`src/sv/tme_pkg.sv`:
```
// shared constants for the touchpad mouse emulator
package tme_pkg;

  // register indexes on the configuration port
  localparam logic [1:0] REG_ENABLE      = 2'd0;
  localparam logic [1:0] REG_SENSITIVITY = 2'd1;
  localparam logic [1:0] REG_HOLD_TIME   = 2'd2;
  localparam logic [1:0] REG_DRAG_DIST   = 2'd3;

  // register reset values
  localparam logic [11:0] SENS_RESET = 12'd256;
  localparam logic [15:0] HOLD_RESET = 16'd380;
  localparam logic [15:0] DRAG_RESET = 16'd400;

  // divide by 20 as multiply by ceil(2^24/20) and shift by 24
  localparam int          RECIP_SHIFT = 24;
  localparam logic [19:0] RECIP_20    = 20'd838861;

  // output saturation limits
  localparam int SAT_MAX = 32767;
  localparam int SAT_MIN = -32768;

  // squared delta at or below which the slow smoothing alpha applies
  localparam int SLOW_LIMIT = 100;

endpackage

```
`src/sv/touchpad_mouse_emulator.sv`:
```
// touchpad mouse emulator top level: sequencer around one shared multiplier
//
// One touchpad sample in, one result word out while enable is set (none while it is
// clear). Every sample walks the same sequence: twelve multiply steps on one shared
// signed multiplier (squared deltas, squared press distance, smoothing, gain, motion,
// divide-by-20 for scroll), a bit-pair square root loop of COORD_BITS+FRAC_BITS+1
// steps and its exit, and a final commit. The square root loop is the longest part
// of that sequence. The input is stalled while a sample is at work; a finished
// result waits in the output register and the next sample is taken meanwhile, but
// the commit of that sample waits until the output register is free.
module touchpad_mouse_emulator #(
  parameter int COORD_BITS = 12,
  parameter int FRAC_BITS  = 8
) (
  input  logic                         clk,
  input  logic                         rst,
  // configuration port
  input  logic                         psel,
  input  logic                         penable,
  input  logic                         pwrite,
  input  logic [3:0]                   paddr,
  input  logic [31:0]                  pwdata,
  output logic [31:0]                  prdata,
  output logic                         pready,
  // sample input
  input  logic                         in_valid,
  output logic                         in_stall,
  input  logic                         finger0_down,
  input  logic                         finger1_down,
  input  logic [COORD_BITS-1:0]        touch_x,
  input  logic [COORD_BITS-1:0]        touch_y,
  input  logic                         click_down,
  input  logic [31:0]                  time_ms,
  // result output
  output logic                         out_valid,
  input  logic                         out_stall,
  output logic signed [15:0]           move_dx,
  output logic signed [15:0]           move_dy,
  output logic signed [15:0]           wheel,
  output logic                         left_press,
  output logic                         left_release,
  output logic                         right_press,
  output logic                         right_release
);
  import tme_pkg::*;

  localparam int CW  = COORD_BITS;
  localparam int F   = FRAC_BITS;
  localparam int DXW = CW + 1;
  localparam int SW  = CW + F + 1;
  localparam int WA  = CW + F + 2;
  localparam int GW  = F + 16;
  localparam int WB  = GW + 1;
  localparam int PW  = WA + WB;
  localparam int MW  = 2 * CW + 2;
  localparam int VW  = 2 * ((MW + 2 * F + 1) / 2);
  localparam int SQW = VW / 2;
  localparam int FW  = F + 2;
  localparam int AW  = CW + F + 8;
  localparam int STW = AW - F;
  localparam int SCW = CW + 4;
  localparam int TKW = CW + 1;
  localparam int WHW = CW + 8;

  localparam logic [FW-1:0] ONE_Q      = FW'(2 ** F);
  localparam logic [F:0]    ONE_A      = (F+1)'(2 ** F);
  localparam logic [F:0]    ALPHA_FAST = (F+1)'((3 << F) >> 2);
  localparam logic [F:0]    ALPHA_SLOW = (F+1)'((115 << F) >> 8);
  localparam logic [FW-1:0] EXTRA_CAP  = FW'(((16 << F) + 5) / 10);

  // sequencer states
  localparam logic [4:0] S_IDLE  = 5'd0;
  localparam logic [4:0] S_PREP  = 5'd1;
  localparam logic [4:0] S_M_DXX = 5'd2;
  localparam logic [4:0] S_M_DYY = 5'd3;
  localparam logic [4:0] S_M_EXX = 5'd4;
  localparam logic [4:0] S_M_EYY = 5'd5;
  localparam logic [4:0] S_M_AX  = 5'd6;
  localparam logic [4:0] S_M_BX  = 5'd7;
  localparam logic [4:0] S_M_AY  = 5'd8;
  localparam logic [4:0] S_M_BY  = 5'd9;
  localparam logic [4:0] S_SY    = 5'd10;
  localparam logic [4:0] S_SQRT  = 5'd11;
  localparam logic [4:0] S_M_G   = 5'd12;
  localparam logic [4:0] S_GAIN  = 5'd13;
  localparam logic [4:0] S_M_MX  = 5'd14;
  localparam logic [4:0] S_M_MY  = 5'd15;
  localparam logic [4:0] S_ACC   = 5'd16;
  localparam logic [4:0] S_FIN   = 5'd17;

  // truncate toward zero after a right shift
  function automatic logic signed [PW-1:0] tz(input logic signed [PW-1:0] v, input int n);
    logic [PW-1:0] m;
    m = v[PW-1] ? PW'(-v) : PW'(v);
    m = m >> n;
    tz = v[PW-1] ? -$signed(m) : $signed(m);
  endfunction

  // saturate to 16 bits signed
  function automatic logic signed [15:0] sat16(input logic signed [PW-1:0] v);
    if (v > PW'(SAT_MAX)) begin
      sat16 = 16'(SAT_MAX);
    end else if (v < PW'(SAT_MIN)) begin
      sat16 = 16'(SAT_MIN);
    end else begin
      sat16 = v[15:0];
    end
  endfunction

  // configuration registers
  logic        enable;
  logic [11:0] sensitivity;
  logic [15:0] hold_time_ms;
  logic [15:0] drag_dist_sq;

  // block state
  logic                   was_touching;
  logic [CW-1:0]          last_x;
  logic [CW-1:0]          last_y;
  logic signed [SW-1:0]   smooth_dx;
  logic signed [SW-1:0]   smooth_dy;
  logic signed [F:0]      frac_acc_x;
  logic signed [F:0]      frac_acc_y;
  logic signed [SCW-1:0]  scroll_acc;
  logic                   button_held;
  logic [31:0]            press_time;
  logic [CW-1:0]          press_x;
  logic [CW-1:0]          press_y;
  logic                   holding_right;
  logic                   left_dragging;
  logic                   two_finger_click;

  // latched sample
  logic          smp_f0;
  logic          smp_f1;
  logic [CW-1:0] smp_x;
  logic [CW-1:0] smp_y;
  logic          smp_click;
  logic [31:0]   smp_time;

  // working registers
  logic [4:0]              state;
  logic signed [DXW-1:0]   dx;
  logic signed [DXW-1:0]   dy;
  logic [MW-1:0]           mag;
  logic [MW-1:0]           press_dsq;
  logic signed [PW-1:0]    prod;
  logic signed [PW-1:0]    ta;
  logic signed [SW-1:0]    nsx;
  logic signed [SW-1:0]    nsy;
  logic [VW-1:0]           sq_v;
  logic [VW-1:0]           sq_res;
  logic [VW-1:0]           sq_bit;
  logic [GW-1:0]           gain;
  logic signed [SCW-1:0]   ssum;
  logic [TKW-1:0]          tmag;
  logic signed [AW-1:0]    accx;
  logic signed [AW-1:0]    accy;

  // combinational helpers
  logic signed [WA-1:0]   mul_a;
  logic signed [WB-1:0]   mul_b;
  logic [F:0]             alpha;
  logic [SQW-5:0]         ext;
  logic [FW-1:0]          factor;
  logic [VW-1:0]          sq_trial;
  logic signed [DXW-1:0]  ex;
  logic signed [DXW-1:0]  ey;
  logic [SCW-1:0]         sabs;
  logic signed [STW-1:0]  stx;
  logic signed [STW-1:0]  sty;
  logic signed [AW-1:0]   resx;
  logic signed [AW-1:0]   resy;
  logic signed [TKW:0]    ticks;
  logic signed [WHW-1:0]  wheelv;
  logic signed [SCW-1:0]  sres;
  logic [31:0]            elapsed;
  logic                   out_free;

  // configuration read side
  assign pready = 1'b1;
  always_comb begin
    case (paddr[3:2])
      REG_ENABLE:      prdata = {31'd0, enable};
      REG_SENSITIVITY: prdata = {20'd0, sensitivity};
      REG_HOLD_TIME:   prdata = {16'd0, hold_time_ms};
      REG_DRAG_DIST:   prdata = {16'd0, drag_dist_sq};
      default:         prdata = 32'd0;
    endcase
  end

  // configuration write side
  always_ff @(posedge clk) begin
    if (rst) begin
      enable       <= 1'b1;
      sensitivity  <= SENS_RESET;
      hold_time_ms <= HOLD_RESET;
      drag_dist_sq <= DRAG_RESET;
    end else if (psel && penable && pwrite && pready) begin
      case (paddr[3:2])
        REG_ENABLE:      enable       <= pwdata[0];
        REG_SENSITIVITY: sensitivity  <= pwdata[11:0];
        REG_HOLD_TIME:   hold_time_ms <= pwdata[15:0];
        REG_DRAG_DIST:   drag_dist_sq <= pwdata[15:0];
        default:         enable       <= enable;
      endcase
    end
  end

  assign in_stall = (state != S_IDLE);
  assign out_free = !out_valid || !out_stall;

  // helpers derived from working registers
  always_comb begin
    alpha    = (mag > MW'(SLOW_LIMIT)) ? ALPHA_FAST : ALPHA_SLOW;
    ext      = sq_res[SQW-1:4];
    factor   = ONE_Q + ((PW'(ext) > PW'(EXTRA_CAP)) ? EXTRA_CAP : FW'(ext));
    sq_trial = sq_res + sq_bit;
    ex       = $signed({1'b0, smp_x}) - $signed({1'b0, press_x});
    ey       = $signed({1'b0, smp_y}) - $signed({1'b0, press_y});
    sabs     = ssum[SCW-1] ? SCW'(-ssum) : SCW'(ssum);
    stx      = STW'(tz(PW'(accx), F));
    sty      = STW'(tz(PW'(accy), F));
    resx     = accx - (AW'(stx) <<< F);
    resy     = accy - (AW'(sty) <<< F);
    ticks    = ssum[SCW-1] ? -$signed({1'b0, tmag}) : $signed({1'b0, tmag});
    wheelv   = (WHW'(ticks) <<< 5) - (WHW'(ticks) <<< 1);
    sres     = ssum - ((SCW'(ticks) <<< 4) + (SCW'(ticks) <<< 2));
    elapsed  = smp_time - press_time;
  end

  // shared multiplier operand select
  always_comb begin
    case (state)
      S_M_DXX: begin
        mul_a = WA'(dx);
        mul_b = WB'(dx);
      end
      S_M_DYY: begin
        mul_a = WA'(dy);
        mul_b = WB'(dy);
      end
      S_M_EXX: begin
        mul_a = WA'(ex);
        mul_b = WB'(ex);
      end
      S_M_EYY: begin
        mul_a = WA'(ey);
        mul_b = WB'(ey);
      end
      S_M_AX: begin
        mul_a = WA'(dx);
        mul_b = WB'($signed({1'b0, alpha}));
      end
      S_M_BX: begin
        mul_a = WA'(smooth_dx);
        mul_b = WB'($signed({1'b0, ONE_A - alpha}));
      end
      S_M_AY: begin
        mul_a = WA'(dy);
        mul_b = WB'($signed({1'b0, alpha}));
      end
      S_M_BY: begin
        mul_a = WA'(smooth_dy);
        mul_b = WB'($signed({1'b0, ONE_A - alpha}));
      end
      S_M_G: begin
        mul_a = WA'($signed({1'b0, sensitivity}));
        mul_b = WB'($signed({1'b0, factor}));
      end
      S_GAIN: begin
        mul_a = WA'($signed({1'b0, sabs}));
        mul_b = WB'($signed({1'b0, RECIP_20}));
      end
      S_M_MX: begin
        mul_a = WA'(nsx);
        mul_b = $signed({1'b0, gain});
      end
      S_M_MY: begin
        mul_a = WA'(nsy);
        mul_b = $signed({1'b0, gain});
      end
      default: begin
        mul_a = '0;
        mul_b = '0;
      end
    endcase
  end

  always_ff @(posedge clk) begin
    prod <= mul_a * mul_b;
  end

  // sequencer and datapath
  always_ff @(posedge clk) begin
    if (rst) begin
      state            <= S_IDLE;
      out_valid        <= 1'b0;
      was_touching     <= 1'b0;
      last_x           <= '0;
      last_y           <= '0;
      smooth_dx        <= '0;
      smooth_dy        <= '0;
      frac_acc_x       <= '0;
      frac_acc_y       <= '0;
      scroll_acc       <= '0;
      button_held      <= 1'b0;
      press_time       <= '0;
      press_x          <= '0;
      press_y          <= '0;
      holding_right    <= 1'b0;
      left_dragging    <= 1'b0;
      two_finger_click <= 1'b0;
    end else begin
      // output word taken, unless a new one is committed in the same cycle
      if (out_valid && !out_stall && state != S_FIN) begin
        out_valid <= 1'b0;
      end
      case (state)
        S_IDLE: begin
          if (in_valid) begin
            smp_f0    <= finger0_down;
            smp_f1    <= finger1_down;
            smp_x     <= touch_x;
            smp_y     <= touch_y;
            smp_click <= click_down;
            smp_time  <= time_ms;
            if (enable) begin
              state <= S_PREP;
            end
          end
        end
        // deltas, touch start and lift
        S_PREP: begin
          if (smp_f0) begin
            if (!was_touching) begin
              dx         <= '0;
              dy         <= '0;
              smooth_dx  <= '0;
              smooth_dy  <= '0;
              frac_acc_x <= '0;
              frac_acc_y <= '0;
              scroll_acc <= '0;
            end else begin
              dx <= $signed({1'b0, smp_x}) - $signed({1'b0, last_x});
              dy <= $signed({1'b0, smp_y}) - $signed({1'b0, last_y});
            end
            last_x       <= smp_x;
            last_y       <= smp_y;
            was_touching <= 1'b1;
          end else begin
            dx           <= '0;
            dy           <= '0;
            was_touching <= 1'b0;
            smooth_dx    <= '0;
            smooth_dy    <= '0;
            frac_acc_x   <= '0;
            frac_acc_y   <= '0;
            scroll_acc   <= '0;
          end
          state <= S_M_DXX;
        end
        S_M_DXX: begin
          ssum  <= scroll_acc - SCW'(SCW'(dy) * 7);
          state <= S_M_DYY;
        end
        S_M_DYY: begin
          mag   <= prod[MW-1:0];
          state <= S_M_EXX;
        end
        S_M_EXX: begin
          mag   <= mag + prod[MW-1:0];
          state <= S_M_EYY;
        end
        S_M_EYY: begin
          press_dsq <= prod[MW-1:0];
          state     <= S_M_AX;
        end
        S_M_AX: begin
          press_dsq <= press_dsq + prod[MW-1:0];
          state     <= S_M_BX;
        end
        // smoothing: alpha*d*one + (one-alpha)*s
        S_M_BX: begin
          ta    <= prod;
          state <= S_M_AY;
        end
        S_M_AY: begin
          nsx   <= SW'(tz((ta <<< F) + prod, F));
          state <= S_M_BY;
        end
        S_M_BY: begin
          ta    <= prod;
          state <= S_SY;
        end
        S_SY: begin
          nsy    <= SW'(tz((ta <<< F) + prod, F));
          sq_v   <= VW'(mag) << (2 * F);
          sq_res <= '0;
          sq_bit <= VW'(1) << (VW - 2);
          state  <= S_SQRT;
        end
        // square root, one bit pair per cycle
        S_SQRT: begin
          if (sq_bit != '0) begin
            if (sq_v >= sq_trial) begin
              sq_v   <= sq_v - sq_trial;
              sq_res <= (sq_res >> 1) + sq_bit;
            end else begin
              sq_res <= sq_res >> 1;
            end
            sq_bit <= sq_bit >> 2;
          end else begin
            state <= S_M_G;
          end
        end
        S_M_G: begin
          state <= S_GAIN;
        end
        S_GAIN: begin
          gain  <= prod[GW-1:0] + (prod[GW-1:0] << 1);
          state <= S_M_MX;
        end
        S_M_MX: begin
          tmag  <= prod[RECIP_SHIFT +: TKW];
          state <= S_M_MY;
        end
        S_M_MY: begin
          accx  <= AW'(tz(prod, F + 10)) + AW'(frac_acc_x);
          state <= S_ACC;
        end
        S_ACC: begin
          accy  <= AW'(tz(prod, F + 10)) + AW'(frac_acc_y);
          state <= S_FIN;
        end
        // commit state and build the result word
        S_FIN: begin
          if (out_free) begin
            move_dx       <= '0;
            move_dy       <= '0;
            wheel         <= '0;
            left_press    <= 1'b0;
            left_release  <= 1'b0;
            right_press   <= 1'b0;
            right_release <= 1'b0;
            // motion or scroll
            if (smp_f0) begin
              if (!smp_f1) begin
                if (mag != '0) begin
                  smooth_dx  <= nsx;
                  smooth_dy  <= nsy;
                  frac_acc_x <= resx[F:0];
                  frac_acc_y <= resy[F:0];
                  move_dx    <= sat16(PW'(stx));
                  move_dy    <= sat16(PW'(sty));
                end else begin
                  smooth_dx <= SW'(tz(PW'(smooth_dx), 1));
                  smooth_dy <= SW'(tz(PW'(smooth_dy), 1));
                end
              end else begin
                scroll_acc <= sres;
                wheel      <= sat16(PW'(wheelv));
              end
            end
            // click handling
            if (smp_click && !button_held) begin
              button_held      <= 1'b1;
              press_time       <= smp_time;
              press_x          <= smp_x;
              press_y          <= smp_y;
              holding_right    <= 1'b0;
              left_dragging    <= 1'b0;
              two_finger_click <= smp_f1;
              right_press      <= smp_f1;
            end else if (smp_click && button_held) begin
              if (!two_finger_click && !holding_right && !left_dragging) begin
                if (press_dsq > MW'(drag_dist_sq)) begin
                  left_dragging <= 1'b1;
                  left_press    <= 1'b1;
                end else if (elapsed >= 32'(hold_time_ms)) begin
                  holding_right <= 1'b1;
                  right_press   <= 1'b1;
                end
              end
            end else if (!smp_click && button_held) begin
              button_held <= 1'b0;
              if (two_finger_click) begin
                right_release    <= 1'b1;
                two_finger_click <= 1'b0;
              end else if (holding_right) begin
                right_release <= 1'b1;
                holding_right <= 1'b0;
              end else if (left_dragging) begin
                left_release  <= 1'b1;
                left_dragging <= 1'b0;
              end else begin
                left_press   <= 1'b1;
                left_release <= 1'b1;
              end
            end
            out_valid <= 1'b1;
            state     <= S_IDLE;
          end
        end
        default: begin
          state <= S_IDLE;
        end
      endcase
    end
  end

endmodule
```
`config.mk`:
```
export PLATFORM = sky130hd
export DESIGN_NAME = touchpad_mouse_emulator
export DESIGN_NICKNAME = d
export VERILOG_FILES = /design/src/sv/tme_pkg.sv /design/src/sv/touchpad_mouse_emulator.sv
export SDC_FILE = /design/constraint.sdc
export NUM_CORES = 2
export LEC_CHECK = 0
export BUFFER_PORTS_ARGS = -buffer_cell sky130_fd_sc_hd__buf_4
export CORE_MARGIN = 1
export CORE_UTILIZATION = 50
export CTS_CLUSTER_DIAMETER = 150
export CTS_CLUSTER_SIZE = 16
export DETAILED_ROUTE_END_ITERATION = 10
export PLACE_DENSITY_LB_ADDON = 0.05
export SLEW_MARGIN = 20
export SYNTH_ARGS = -nofsm -noshare
export SYNTH_HDL_FRONTEND = slang
export SYNTH_SLANG_ARGS = --single-unit
```
`constraint.sdc`:
```
create_clock -name clk -period 14.4 [get_ports clk]
set_input_delay 2.88 -clock clk [delete_from_list [all_inputs] [get_ports clk]]
set_output_delay 2.88 -clock clk [all_outputs]
set_load 0.005 [all_outputs]
```
# Yosys cells after proc, flatten, opt, wreduce, memory -nomap -nowiden
# Cells that the tools add are included.
[word_totals]
output_inout_bits = 87
input_bits = 102
reg_bits = 764
[op_classes]
magnitude_cmp = 11
add_sub_neg = 36
mux = 107
eq_ne = 39
bitwise_logic = 5
n_mul = 2
n_reduce_logical = 69
[ops]
columns = ["op", "n"]
rows = [
  ["two-way mux 21 bit", 13],
  ["case mux 42 bit (2 select lines)", 3],
  ["case mux 25 bit (9 select lines)", 1],
  ["case mux 22 bit (10 select lines)", 1],
  ["two-way mux 42 bit", 5],
  ["two-way mux 16 bit", 9],
  ["case mux 32 bit (4 select lines)", 1],
  ["case mux 26 bit (2 select lines)", 2],
  ["two-way mux 9 bit", 10],
  ["case mux 5 bit (18 select lines)", 1],
  ["two-way mux 28 bit", 3],
  ["negator 28 bit", 3],
  ["case mux 21 bit (2 select lines)", 2],
  ["negator 21 bit", 3],
  ["> comparator 20 x 16 -> 1 bit (second input constant)", 3],
  ["< comparator 20 x 16 -> 1 bit (second input constant)", 3],
  ["adder 28 x 9 -> 28 bit", 2],
  ["adder 26 bit", 2],
  ["subtractor 12 x 12 -> 13 bit", 4],
  ["adder 47 bit", 1],
  ["multiplier 22 x 25 -> 47 bit", 1],
  ["two-way mux 46 bit", 1],
  ["negator 46 bit", 1],
  ["two-way mux 15 bit", 3],
  ["other kinds (64)", 191],
]

# Longest topological paths before layout
[depth]
ltp_word = 10
ltp_mapped = 47
depth_no_buf = 44

# Least setup slack after synthesis
# Ideal clock, no wire load.
[synth_timing]
path_kind = "register to register"
from = "reg smp_y[0]"
to = "reg prod[46]"
n_path_buf = 3
path_stages_with_launch = 44
t_arrival_ns = 10.050
setup_slack_ns = 4.278
path_cell_list = "edfxtp_1 inv_1 ha_1 fa_1 nor2b_1 o21ai_0 a21boi_0 o21ai_0 a21boi_0 o21ai_0 a21boi_0 o21ai_0 a21oi_1 o211ai_1 a221o_1 or2_2 clkbuf_1 clkinv_1 (+8 left out) inv_1 fa_1 inv_1 ha_1 clkbuf_1 a21o_1 a21o_1 a21o_1 a21o_1 a21oi_1 o21ai_0 a41oi_1 o21ai_0 a21oi_1 nor3_1 a2111o_1 a21oi_1 xnor2_1"
[synth_via]
elab_chain_cells = 3
word_cells_on_any_way = 4
cone_classes = "add/sub: 1; mul: 1; mux: 2"
[synth_rtl]
columns = ["element", "line", "rtl"]
rows = [
  ["from (decl)", "touchpad_mouse_emulator.sv:137", "logic [CW-1:0] smp_y;"],
  ["from (signal assigned)", "touchpad_mouse_emulator.sv:325", "smp_y <= touch_y;"],
  ["subtractor 12 x 12 -> 13 bit *", "touchpad_mouse_emulator.sv:220", "ey = $signed({1'b0, smp_y}) - $signed({1'b0, press_y});"],
  ["case mux 22 bit (10 select lines) / case mux 25 bit (9 select lines) (equally long branches)", "touchpad_mouse_emulator.sv:234", "case (state)"],
  ["multiplier 22 x 25 -> 47 bit *", "touchpad_mouse_emulator.sv:291", "prod <= mul_a * mul_b;"],
  ["to (signal assigned)", "touchpad_mouse_emulator.sv:291", ""],
  ["to (decl)", "touchpad_mouse_emulator.sv:147", "logic signed [PW-1:0] prod;"],
]
# Mark *: on every way between the ends. The rest lies on a longest branch, timed or not.
# A chain may end at the register's enable or synchronous reset.

# Final worst setup path
[layout_timing]
from = "reg smp_x[0]"
to = "reg prod[45]"
[layout_via]
elab_chain_cells = 3
word_cells_on_any_way = 4
cone_classes = "add/sub: 1; mul: 1; mux: 2"
[layout_rtl]
columns = ["element", "line", "rtl"]
rows = [
  ["from (decl)", "touchpad_mouse_emulator.sv:136", "logic [CW-1:0] smp_x;"],
  ["from (signal assigned)", "touchpad_mouse_emulator.sv:324", "smp_x <= touch_x;"],
  ["subtractor 12 x 12 -> 13 bit *", "touchpad_mouse_emulator.sv:219", "ex = $signed({1'b0, smp_x}) - $signed({1'b0, press_x});"],
  ["case mux 22 bit (10 select lines) / case mux 25 bit (9 select lines) (equally long branches)", "touchpad_mouse_emulator.sv:234", ""],
  ["multiplier 22 x 25 -> 47 bit *", "touchpad_mouse_emulator.sv:291", ""],
]
# Marked as above.

==> key figures <==
Placed design
  – GPL Wtd Cong: 0.952
  – Detailed placement HPWL: 171 mm
  – Inst Count DP: 10110
  – Pre-CTS setup slack: 1.83 ns
  – Placed cell area: 76900 sq um
  – Port bufs: 153

Worst setup path
  – Crit path max fanout: 18
  – Critical path's top delay family: compound AO/OA/AOI/OAI gates
  – Req. time, crit path: 15.01 ns
  – Critical path arrival: 13.39 ns
  – Setup CP Type: reg2reg
  – Crit path capture type: register
  – Slowest-stage cell, CP: o211ai_1
  – Startpoint type of the worst setup path: register
  – Cell mode on critical path: fa_1
  – Buf/Inv on CP: 5
  – Delay of the slowest critical-path stage: 0.87 ns

Clock network
  – Hold Buf Count CTS: 0
  – Post-CTS resize count: 0
  – CTS HTree Levels: 2
  – CTS Buf Count: 53
  – Root Driver: clkbuf_16
  – Clock sinks: 743
  – Max clock buf depth: 3
  – Setup bufs post-CTS: 0
  – TritonCTS clock tree: yes
  – Worst skew pair latency: 0.71 ns
  – Clock-pin slew of the registers on the worst-case setup and hold paths: 0.08 ns

Yosys
  – Avg Synthesized Cell Area: 8.92 sq um
  – EDFF count, synth: 484
  – Synth cell types: 110
  – Share of flip-flops with an asynchronous set or reset: 0%
  – Syn Inst Count: 8248
  – Yosys warnings: 0
  – Seq/Total Area, Yosys: 26.8%
  – Yosys reg bits: 743
  – Synth Cell Area: 73500 sq um
  – Top FF cell, synth: edfxtp_1

Timing
  – Setup TNS: 0 ns
  – Crit path time final: 12.78 ns
  – Count of final setup violators: 0
  – Post-route clock period utilization: 88.7%
  – Final Max Tran Viols: 0
  – PnR worst setup slack: 1.62 ns
  – Clk_skew: 0.0519 ns
  – Max Clk Rate: 78.3 MHz
  – Final hold violations: 0
  – Worst slew pin tran: 1.35 ns
  – RSZ-0062 raised after global routing: no
  – Slew HR: 10.0%

Floorplanning
  – Row count: 140
  – Core ar.: 146000 sq um
  – Initial Utilization: 50.5%
  – DIE AREA: 149000 sq um
  – Die Width: 386 microns
  – Die Ht: 386 microns
  – I/O pins: 189

Drt
  – Final WL: 219 mm
  – Initial DRC count: 4512
  – Via count: 59049
  – Vias/cell: 5.78
  – Post-DR wirelength/cell: 21.5 microns
  – TritonRoute pass-1 iters: 9
  – DRC viols: 0
  – DRT antenna net count: 0

Power
  – Static Leakage: 33.8 nW
  – Flop pwr share: 27.8%
  – Switching Fraction: 45.7%
  – Combinational Power Share: 56.7%
  – Int Power: 5.43 mW
  – Worst ir drop on vdd: 0.000111 V
  – Clock network fraction of total power: 15.5%
  – Power density cells: 128 nW/um^2
  – Sw power: 4.58 mW

Outcome
  – Status: finished clean

Min path
  – Hold Path Class: reg2reg

Global route
  – Pin count of the biggest net entering global routing: 76
  – Global route overflow: 0
  – First-pass GRT wire length: 337 mm
  – Vias in the first global route: 57993
  – Initial antenna violation count: 6
  – Total GRT Usage: 29.4%

Cells and area
  – Commonest non-fill, non-tap cell in the layout: nand2_1
  – Fin area: 78500 sq um
  – Final std cells w/o fill: 10214
  – Commonest cells after routing, fill and taps aside: nand2_1, inv_1, fa_1
  – Fin nets: 9560
  – Layout cells sized above 1: 6.14%
  – Area delta synth->final: 6.73%

Run
  – Max_cap viols: 0
[power by group through the flow]
| stage | Combinational [mW] | Sequential (mW) | Clock, mW |
|---|---|---|---|
| 6_report | 5.68 | 2.78 | 1.55 |
| 5_1_grt | 6.33 | 2.79 | 1.65 |
| 4_1_cts | 5.69 | 2.78 | 1.59 |
| 3_5_place_dp | 5.66 | 2.83 | 0 |
| 3_3_place_gp | 5.55 | 2.82 | 0 |
| 2_1_floorplan | 4.14 | 2.71 | 0 |
[state kept, by name, summed over array words and instances (netlist names), 28 cells and up]
signal      flops
press_time     32
accy           28
ta             39
accx           28
smp_time       32
sq_res         42
sq_v           42
prod           47
[final cells by class]
type	count	area, sq um
repair buffers	281	2130
inverters	933	3500
flip-flops and latches	743	19700
multi-input cells	6238	49100
diodes	2	5.00
well taps	1917	2400
clock buffers	95	1490
clock inverters	5	108
fillers	13528	67300
[worst paths after layout]
check	startpoint	to	slack (ns)	cells after the start
min	last_y[3]$_SDFFE_PP0P_	last_y[3]$_SDFFE_PP0P_	0.45	2
min reg2reg	last_y[3]$_SDFFE_PP0P_	last_y[3]$_SDFFE_PP0P_	0.45	2
max	smp_x[0]$_DFFE_PP_	prod[45]$_DFF_P_	1.62	40
max reg2reg	smp_x[0]$_DFFE_PP_	prod[45]$_DFF_P_	1.62	40
[metrics by stage]
stage	util (%)	power [mW]	hold WS, ns
global route	53.9	10.8	0.469
detailed placement	52.7	8.48	0.446
finish	53.9	10.0	0.454
floorplan	-	6.86	0.435
global placement	52.7	8.37	0.442
CTS	53.8	10.1	0.456
[cell usage after synthesis, types with 47 or more instances]
cell type / count / area [sq um]
a211oi_1: 60 / 450
fa_1: 608 / 12200
o21bai_1: 55 / 413
o21a_1: 58 / 435
and3_1: 57 / 357
xor2_1: 248 / 2170
a21o_1: 169 / 1270
nor2b_1: 97 / 607
a21oi_1: 489 / 2450
nor4_1: 47 / 294
nor2_1: 594 / 2230
ha_1: 600 / 7510
o21ai_0: 378 / 1890
inv_1: 931 / 3490
dfxtp_1: 259 / 5180
a31oi_1: 77 / 482
clkbuf_1: 286 / 1070
edfxtp_1: 484 / 14500
mux2i_1: 53 / 531
nand3_1: 173 / 866
nand2b_1: 87 / 544
nand2_1: 1110 / 4170
xnor2_1: 348 / 3050
and2_1: 88 / 551
nor3_1: 134 / 671
nand4_1: 53 / 332
[per-layer routing]
| metal | part of all wire, % | vias up | wire length [microns] | GRT usage, % |
|---|---|---|---|---|
| met5 | 0.0059 | - | 13 | 0 |
| met4 | 4.0 | 2 | 8770 | 11.0 |
| met3 | 5.8 | 384 | 12800 | 3.30 |
| met2 | 47 | 1769 | 103000 | 48.8 |
| met1 | 43 | 28838 | 94700 | 39.4 |
| li1 | - | 28056 | - | - |
[cells by family (layout without fill, tap and decap cells)]
kind of cell | count (synthesis) | after routing | synth area share [%]
simple gates | 2634 | 2634 | 16.5
mux | 82 | 82 | 1.18
xor+xnor | 599 | 599 | 7.18
flops | 743 | 743 | 26.8
other cells | 2 | 19 | 0.0102
buf+inv | 1282 | 1314 | 6.70
compound gates | 1698 | 1698 | 14.9
fa+ha+maj | 1208 | 1208 | 26.8
[worst min-delay path, stage by stage (launching register included)]
cell and delay (ns):
dfxtp_1 0.31, nand2_1 0.05, a21oi_1 0.05
Note: power is estimated with default switching activity, not from simulation.
